===== src/sv/kdf_pkg.sv =====
// Shared types and codes for the keyed dedup FIFO.
package kdf_pkg;

  localparam logic [1:0] OP_PUSH   = 2'd0;
  localparam logic [1:0] OP_ERASE  = 2'd1;
  localparam logic [1:0] OP_POP    = 2'd2;
  localparam logic [1:0] OP_UNUSED = 2'd3;

  localparam logic [2:0] ST_ADDED    = 3'd0;
  localparam logic [2:0] ST_DUP      = 3'd1;
  localparam logic [2:0] ST_FULL     = 3'd2;
  localparam logic [2:0] ST_ERASED   = 3'd3;
  localparam logic [2:0] ST_NOTFOUND = 3'd4;
  localparam logic [2:0] ST_BATCH    = 3'd5;
  localparam logic [2:0] ST_EMPTY    = 3'd6;

  localparam logic REG_MAX_ENTRIES = 1'b0;
  localparam logic REG_BATCH_LIMIT = 1'b1;

  // Command handed from the front end to the back end.
  typedef struct packed {
    logic [1:0]  op;
    logic [63:0] root_key;
    logic [63:0] permit_hash;
    logic        permit_final;
  } cmd_t;

  typedef struct packed {
    logic [2:0]  status;
    logic [63:0] out_root;
    logic [63:0] out_hash;
    logic        out_final;
    logic        last;
    logic [6:0]  occupancy;
  } res_t;

endpackage


===== src/sv/kdf_front.sv =====
// Front end: accepts input beats, drops unused ops, queues commands.
module kdf_front #(
  parameter int QDEPTH = 2
) (
  input  logic          clk,
  input  logic          rst,
  input  logic          in_valid,
  output logic          in_ready,
  input  kdf_pkg::cmd_t in_cmd,
  output logic          cmd_valid,
  input  logic          cmd_ready,
  output kdf_pkg::cmd_t cmd
);
  localparam int AW = (QDEPTH > 1) ? $clog2(QDEPTH) : 1;

  kdf_pkg::cmd_t q [QDEPTH];
  logic [AW-1:0] wr_ptr, rd_ptr;
  logic [AW:0]   count;
  logic          push, pop, legal;

  assign legal     = (in_cmd.op != kdf_pkg::OP_UNUSED);
  assign in_ready  = (count != (AW+1)'(QDEPTH));
  assign push      = in_valid && in_ready && legal;
  assign cmd_valid = (count != '0);
  assign pop       = cmd_valid && cmd_ready;
  assign cmd       = q[rd_ptr];

  always_ff @(posedge clk) begin
    if (push) q[wr_ptr] <= in_cmd;
    if (rst) begin
      wr_ptr <= '0;
      rd_ptr <= '0;
      count  <= '0;
    end else begin
      if (push) wr_ptr <= (wr_ptr == AW'(QDEPTH-1)) ? '0 : wr_ptr + 1'b1;
      if (pop)  rd_ptr <= (rd_ptr == AW'(QDEPTH-1)) ? '0 : rd_ptr + 1'b1;
      count <= count + (AW+1)'(push) - (AW+1)'(pop);
    end
  end
endmodule


===== config.mk =====
export PLATFORM = sky130hd
export DESIGN_NAME = kdf_front
export DESIGN_NICKNAME = d
export VERILOG_FILES = /design/src/sv/kdf_pkg.sv /design/src/sv/kdf_front.sv
export SDC_FILE = /design/constraint.sdc
export NUM_CORES = 1
export LEC_CHECK = 0
export BUFFER_PORTS_ARGS = -buffer_cell sky130_fd_sc_hd__buf_2
export CAP_MARGIN = 20
export CORE_UTILIZATION = 45
export CTS_BUF_LIST = sky130_fd_sc_hd__clkbuf_8
export DETAILED_ROUTE_END_ITERATION = 8
export MAX_ROUTING_LAYER = met4
export PLACE_DENSITY = 0.8
export SETUP_SLACK_MARGIN = 0.3
export SYNTH_ARGS = -nofsm -noshare
export SYNTH_HDL_FRONTEND = slang
export SYNTH_SLANG_ARGS = --single-unit

===== constraint.sdc =====
create_clock -name clk -period 11.55 [get_ports clk]
set_clock_uncertainty 0.2 [all_clocks]
set_input_delay 1.155 -clock clk [delete_from_list [all_inputs] [get_ports clk]]
set_output_delay 1.155 -clock clk [all_outputs]
set_load 0.005 [all_outputs]

==> flow_summary.toml, run 1 <==
[global_route]
grtUsageMet3_pct = 4.62
antenna_found_initial = 1
use_met1_pct = 18.7
grt_pass1_wl_um = 26400
met2_usage_pct = 26.9
grt_max_degree = 75
grt_pass1_vias = 5262
grt_most_used_layer = "met2"
grt-ovfl-total = 0
track_usage_pct = 16.2

[layout]
seqCellArea_mm2 = 0.00797
multi_input_area_mm2 = 0.00167
final_cell_mix = "buf_2, edfxtp_1, mux2_1"
drive_above_1_share_pct = 42.4
area_delta_synth_final_pct = 25.0
fillers = 1607
utilization_pct = 57.5
fin_nets = 875
layout_commonest_cell = "buf_2"

[route]
ant_nets = 0
drc = 0
routed_wl_um = 17600
wl_per_cell_um = 16.8
first_pass_iters = 6
drt_iter0_markers = 244
vias_per_cell = 4.77
via_count = 4998

[clocking]
cts_resized = 0
post_cts_buffers = 0
cts_hold_buf = 0
cts.sinks = 267
clkSlewWorstSetupHoldPaths_ps = 60
root_buffer = "clkbuf_8"
numCtsBuffers = 42
cts_buffer_depth = 3
cts_tree = "done"
clk_latency_ps = 520
htree_levels = 2

[placed_design]
gp_congestion = 0.740
dp_hpwl_um = 11000
io_buffers = 267

[critical_path]
crit_arrival_ps = 2860
path_class = "register to primary output"
cp_slowest_cell = "dfxtp_4"
critPathLaunchType = "register"
cpPeakStageDelay_ps = 930
r2r-end = "q[1][89]"
rrSetupSlack_ps = 8660
cp_num_buf_inv = 2
setup.worst_path.end_class = "primary output"
r2r_start = "count[0]"
reg2reg_depth = 3
critical-path-top-delay-family = "buffers and inverters"
critPathMaxFanout = 68
required_ps = 10200
crit_chain = "buf_4, mux2_1, buf_2"

[min_path]
min_path_cells = 2
hp-start = "rd_ptr"
hp-class = "register to register"

[logic_synthesis]
synth_top_cell_area_share_pct = 81.2
synth_warnings = 0
synth_top_family_by_area = "multiplexers"
synth_mux_area_share_pct = 15.4
synth_compound_area_share_pct = 0.426
syn_inst = 439
syn_nets = 575
ys_ff_latch = 267
syn_area_mm2 = 0.00969
yosys.area_share.simple_pct = 0.942
synthAdderAreaFrac_pct = 0.129
yosys-top-cells-area = "edfxtp_1, mux2_1, dfxtp_1"
synth-seq-area-share_pct = 82.2
syn_area_per_cell_um2 = 22.1
yosysTopAreaCell = "edfxtp_1"
yosysUniqueCellTypes = 22
synth-xor-area-share_pct = 0.181

[timing]
fin_crit_sh_pct = 36.5
fin_tns_setup_ps = 0
hold_viol = 0
worst_slew_pin_slew_ps = 1000
fin_crit_ps = 4210
final_max_slew_viol_count = 0
max_freq_ghz = 0.237
rsz0062_at_grt = "no"
slew_headroom_pct = 33.3
setup_viol = 0

[run]
cap_violations = 0

[floorplan]
coreArea_mm2 = 0.0211
ios = 268
die_w_um = 149
start_util_pct = 46.0
rows = 53
fp.dieH_um = 149
dieArea_mm2 = 0.0221

[outcome]
status = "complete, no violations"

[power]
p_leak_nw = 4.58
powerDensity_mw_per_mm2 = 188
peakVddDrop_uv = 119
## cells by family after synthesis
kind of cell,after synthesis
AO/OA/AOI/OAI,5
XOR/XNOR,2
multiplexers,132
adder cells (fa/ha/maj),1
flip-flops,267
buffers and inverters,15
AND/OR/NAND/NOR,17
## worst max-delay path by stage
stage                 from  endpoint  slack [ps]  depth (start not counted)
2_1_floorplan     in_valid   q[0][0]        3830                          3
3_3_place_gp   in_cmd[129]  q[1][53]        7680                          4
3_5_place_dp   in_cmd[129]  q[1][89]        7680                          4
4_1_cts           register   cmd[97]        7170                          3
5_1_grt           register   cmd[97]        7090                          3
6_report          register   cmd[97]        7340                          3
## synthesized netlist by cell type
| master | n |
|---|---|
| mux2_1 | 131 |
| a211oi_1 | 1 |
| and2b_1 | 1 |
| mux2_4 | 1 |
| nand3_1 | 1 |
| nand2b_1 | 1 |
| and3_1 | 1 |
| dfxtp_1 | 5 |
| clkbuf_1 | 1 |
| o21ai_0 | 1 |
| or2_1 | 1 |
| xor2_1 | 2 |
| nand2_1 | 3 |
| edfxtp_1 | 262 |
| nor2_1 | 6 |
| a21boi_4 | 1 |
| nor2b_4 | 1 |
| nor2b_1 | 1 |
| or3_1 | 1 |
| ha_1 | 1 |
| a21oi_1 | 2 |
| buf_2 | 14 |
## through the flow
stage,area [um^2],hold slack (ps),setup slack (ps),instances,total power [W]
floorplan,9690,272,3830,439,0.00143
global placement,11300,286,7680,970,0.00158
detailed placement,11300,290,7680,970,0.00159
CTS,12100,309,7170,1046,0.00231
global route,12100,339,7090,1047,0.00239
finish,12100,307,7340,1047,0.00228
## registers in the layout, summed over array words and instances, names as in the netlist, named ones only
signal and flops:
wr_ptr 1, q 262, count 2, rd_ptr 1
## tightest hold or removal path, stage by stage (launching register included)
cell and delay, ps:
dfxtp_1 320, xor2_1 80, nor2_1 70
## power by group
| group | switching [W] | internal (W) |
|---|---|---|
| Clock | 0.000333 | 0.000380 |
| Sequential | 0.0000441 | 0.00117 |
| Combinational | 0.000176 | 0.000175 |
| Total | 0.000553 | 0.00172 |
## layout make-up
class	instances	area share, %
Tap cell	275	2.84
Multi-Input combinational cell	157	13.7
Sequential cell	267	65.8
Clock buffer	45	5.11
Antenna cell	1	0.0207
Clock inverter	31	1.22
Timing Repair Buffer	271	11.3
## per-layer routing
metal / wire length (um) / share of wire (%)
met5: 0 / 0
met1: 6980 / 40
met3: 1450 / 8.2
met4: 393 / 2.2
met2: 8760 / 50
Power figures use the tool's default switching activity.
==> inputs of run 2 (changes only) <==
clock period = 4.3 ns   (was 11.55 ns; I/O delays follow)
==> flow_summary.toml, run 2 (synthesis gave the netlist of run 1 again) <==
[outcome]
status = "complete, no violations"

[floorplan]
coreArea_mm2 = 0.0211
fp.dieH_um = 149
rows = 53
ios = 268
dieArea_mm2 = 0.0221
start_util_pct = 46.0
die_w_um = 149

[timing]
fin_crit_ps = 3050
final_max_slew_viol_count = 0
worst_slew_pin_slew_ps = 914
max_freq_ghz = 0.328
slew_headroom_pct = 39.1
fin_crit_sh_pct = 71.0
rsz0062_at_grt = "no"
hold_viol = 0
fin_tns_setup_ps = 0
setup_viol = 0

[clocking]
numCtsBuffers = 43
htree_levels = 2
cts.sinks = 267
cts_tree = "done"
root_buffer = "clkbuf_8"
cts_buffer_depth = 3
clk_latency_ps = 510
clkSlewWorstSetupHoldPaths_ps = 60

[layout]
layout_commonest_cell = "buf_2"
drive_above_1_share_pct = 36.5
fin_nets = 1011
fillers = 1402
area_delta_synth_final_pct = 39.2
regMostFlops = "q"
top_regs = "q: 262 flops, count: 2 flops"
largest_register_ffs = 262
utilization_pct = 64.0
final_cell_mix = "buf_2, edfxtp_1, dlygate4sd3_1"

[placed_design]
gp_congestion = 0.750
dp_hpwl_um = 11700
io_buffers = 267

[route]
wl_met1_um = 7860
drc = 0
drt_iter0_markers = 272
met2_length_um = 11100
routed_wl_um = 21200
dr.max_layer_used = "met4"
via_count = 5683
vias_per_cell = 4.80
first_pass_iters = 4
ant_nets = 0
wl_met3_um = 1470
wl_per_cell_um = 17.9

[power]
p_leak_nw = 5.15
peakVddDrop_uv = 332
powerDensity_mw_per_mm2 = 466

[global_route]
grt_pass1_wl_um = 31400
grt_pass1_vias = 6252
grt-ovfl-total = 0
track_usage_pct = 19.3
antenna_found_initial = 3
grt_max_degree = 102

[critical_path]
crit_chain = "buf_4, mux2_1, buf_2"
critPathLaunchType = "register"
cpPeakStageDelay_ps = 930
setup.worst_path.end_class = "primary output"
path_class = "register to primary output"
cp_slowest_cell = "dfxtp_4"
required_ps = 3670
crit_arrival_ps = 2420
critPathMaxFanout = 61

[run]
cap_violations = 0

[min_path]
hp-class = "input port to register"
## run 2: area by class of cell
type,instances,area [um^2],area share [%]
clock buffer,45,619,4.59
timing repair buffer,406,2750,20.4
antenna,3,7.51,0.0556
tap,275,344,2.55
clock inverter,30,144,1.07
multi-input combinational,157,1670,12.3
sequential,267,7970,59.1
## run 2: stage by stage
step | instance area [um^2] | worst slack [ps] | power [W] | hold WS [ps] | std cells
finish | 13500 | 1250 | 0.00630 | 122 | 1183
global route | 13500 | 1100 | 0.00658 | 114 | 1183
CTS | 13500 | 1180 | 0.00635 | 72.7 | 1180
detailed placement | 11400 | 1740 | 0.00430 | 299 | 973
global placement | 11400 | 1770 | 0.00427 | 281 | 973
floorplan | 9700 | 977 | 0.00380 | 272 | 439
## run 2: final timing paths
kind | to | slack, ps | cells after the start | start
max | cmd[100] | 1250 | 3 | register
min | rd_ptr | 120 | 4 | cmd_ready
max reg2reg | q[1][64] | 1890 | 3 | count[0]
min reg2reg | rd_ptr | 310 | 2 | rd_ptr
## run 2: critical path, delay by kind of cell (launching register included)
kind / cells / cell delay [ps]
buf+inv: 2 / 550
flops: 1 / 930
mux: 1 / 360
## run 2: per-layer routing
metal	up-vias	GRT usage, %
li1	2624	-
met3	61	5.35
met2	256	33.6
met5	-	-
met4	0	8.98
met1	2742	20.2
## run 2: timing repair
action                                 4_1_cts  5_1_grt
endpoints found under the hold margin      266        0
gates resized for setup                      0        0
setup buffers                                0        0
hold buffers                               132        0
## run 2: power by group
group | switching [W] | internal [W] | total (W)
Combinational | 0.000529 | 0.000569 | 0.00110
Sequential | 0.000127 | 0.00314 | 0.00326
Clock | 0.000915 | 0.00102 | 0.00194
==> inputs of run 3 (changes only) <==
ABC_AREA = 1   (was unset)
clock period = 3 ns   (was 4.3 ns; I/O delays follow)
==> flow_summary.toml, run 3 <==
[power]
p_leak_nw = 5.49
peakVddDrop_uv = 490
powerDensity_mw_per_mm2 = 699

[floorplan]
dieArea_mm2 = 0.0230
die_w_um = 152
rows = 54
start_util_pct = 46.0
ios = 268
coreArea_mm2 = 0.0219
fp.dieH_um = 152

[critical_path]
path_class = "register to primary output"
critical-path-top-delay-family = "flip-flops"
cp_slowest_cell = "dfxtp_4"
critPathLaunchType = "register"
critPathMaxFanout = 23
cp_num_buf_inv = 2
setup.worst_path.end_class = "primary output"
required_ps = 2500
crit_chain = "buf_4, mux2_2, buf_2"
cpPeakStageDelay_ps = 580
crit_arrival_ps = 2010

[logic_synthesis]
synth_edf_count = 262
yosys_most_used_dff = "edfxtp_1"
synth_warnings = 0
yosysUniqueCellTypes = 15
async_flop_share_pct = 0
ys_ff_latch = 267
syn_inst = 446
synth-seq-area-share_pct = 79.1
yosysTopAreaCell = "edfxtp_1"
syn_nets = 582
syn_area_mm2 = 0.0101
yosys-top-cells-area = "edfxtp_1, mux2_4, mux2_2"
syn_area_per_cell_um2 = 22.6
synth_most_common_cell = "edfxtp_1"
synth_common_cells = "edfxtp_1, mux2_4, mux2_2"
synth_top_cell_area_share_pct = 78.1

[layout]
fillers = 1528
utilization_pct = 63.5
regMostFlops = "q"
area_delta_synth_final_pct = 38.0
largest_register_ffs = 262
fin_nets = 1026
final_cell_mix = "buf_2, edfxtp_1, dlygate4sd3_1"
drive_above_1_share_pct = 50.9
top_regs = "q: 262 flops, count: 2 flops"
fin_cells = 1201
layout_commonest_cell = "buf_2"

[timing]
setup_viol = 0
slew_headroom_pct = 68.2
fin_crit_sh_pct = 83.5
rsz0062_at_grt = "no"
worst_slew_pin_slew_ps = 472
fin_crit_ps = 2510
final_max_slew_viol_count = 0
fin_ws_ps = 495
hold_viol = 0
max_freq_ghz = 0.399

[outcome]
status = "complete, no violations"

[clocking]
numCtsBuffers = 44
cts_buffer_depth = 3
post_cts_buffers = 0
clk_latency_ps = 520
cts_tree = "done"
htree_levels = 2
clkSlewWorstSetupHoldPaths_ps = 60
cts.sinks = 267
root_buffer = "clkbuf_8"

[route]
wl_per_cell_um = 17.6
routed_wl_um = 21100
vias_per_cell = 4.71
ant_nets = 0
drt_iter0_markers = 145
drc = 0
first_pass_iters = 4
via_count = 5656

[global_route]
track_usage_pct = 18.3
grt-ovfl-total = 0
grt_max_degree = 57
antenna_found_initial = 0
grt_pass1_vias = 5991
grt_pass1_wl_um = 30400

[run]
cap_violations = 0

[min_path]
hp-class = "register to register"

[placed_design]
gp_congestion = 0.727
dp_hpwl_um = 12300
place_inst = 989
io_buffers = 267
place_ws_ps = 1040
==> run 3: cell types whose count changed after synthesis, moves of 5 or more <==
| cell | change |
|---|---|
| mux2_1 | -131 |
| mux2_2 | +41 |
| inv_1 | +9 |
| buf_2 | -10 |
| mux2_4 | +89 |
| nand2_1 | +5 |
| buf_6 | +10 |
==> run 3: cell type report <==
type | instances | area (um^2) | area share [%]
flip-flops and latches | 267 | 7970 | 57.3
repair buffers | 413 | 2850 | 20.5
multi-input cells | 155 | 1960 | 14.1
clock buffers | 45 | 619 | 4.45
well taps | 280 | 350 | 2.52
clock inverters | 31 | 128 | 0.918
inverters | 9 | 33.8 | 0.243
diodes | 1 | 2.50 | 0.0180
==> run 3: kinds of logic after synthesis <==
logic type | synth area share (%)
AO/OA/AOI/OAI | 0.248
buffers and inverters | 1.80
XOR/XNOR | 0.0870
multiplexers | 18.0
AND/OR/NAND/NOR | 0.658
flip-flops | 79.1
adder cells (fa/ha/maj) | 0.124
==> run 3: per-layer routing <==
metal	up-vias	GRT usage [%]	wire length (um)
li1	2647	-	-
met5	-	-	0
met3	33	4.43	1260
met4	0	6.29	342
met1	2762	19.5	8010
met2	214	33.1	11500
==> run 3: worst min-delay path, delay by kind of cell, from the launching register on <==
family	cells	cell delay, ps
buffers and inverters	1	70
flip-flops	1	300
AO/OA/AOI/OAI	1	60
==> run 3: where the power goes <==
group	leakage [nW]	internal (W)	total, W	switching, W
sequential	2.47	0.00458	0.00473	0.000148
clock	0.449	0.00139	0.00271	0.00133
combinational	2.57	0.00127	0.00228	0.00101
==> run 3: final timing paths <==
path	startpoint	endpoint	depth (start not counted)	slack [ps]
min	rd_ptr	register	2	270
min reg2reg	rd_ptr	register	2	270
max reg2reg	count[1]	count[1]	9	600
max	register	cmd[26]	3	490
==> run 3: what timing repair did <==
| action | 4_1_cts | 5_1_grt |
|---|---|---|
| resized for setup | 0 | 0 |
| endpoints found under the hold margin | 267 | 0 |
| hold buffers | 135 | 0 |
==> run 3: through the flow <==
stage	area [um^2]	hold slack (ps)	total power, W	setup TNS, ps
floorplan	10100	164	0.00613	-43180
global placement	11800	256	0.00687	0
detailed placement	11800	260	0.00693	0
CTS	13900	231	0.00980	0
global route	13900	265	0.0102	0
finish	13900	269	0.00972	0
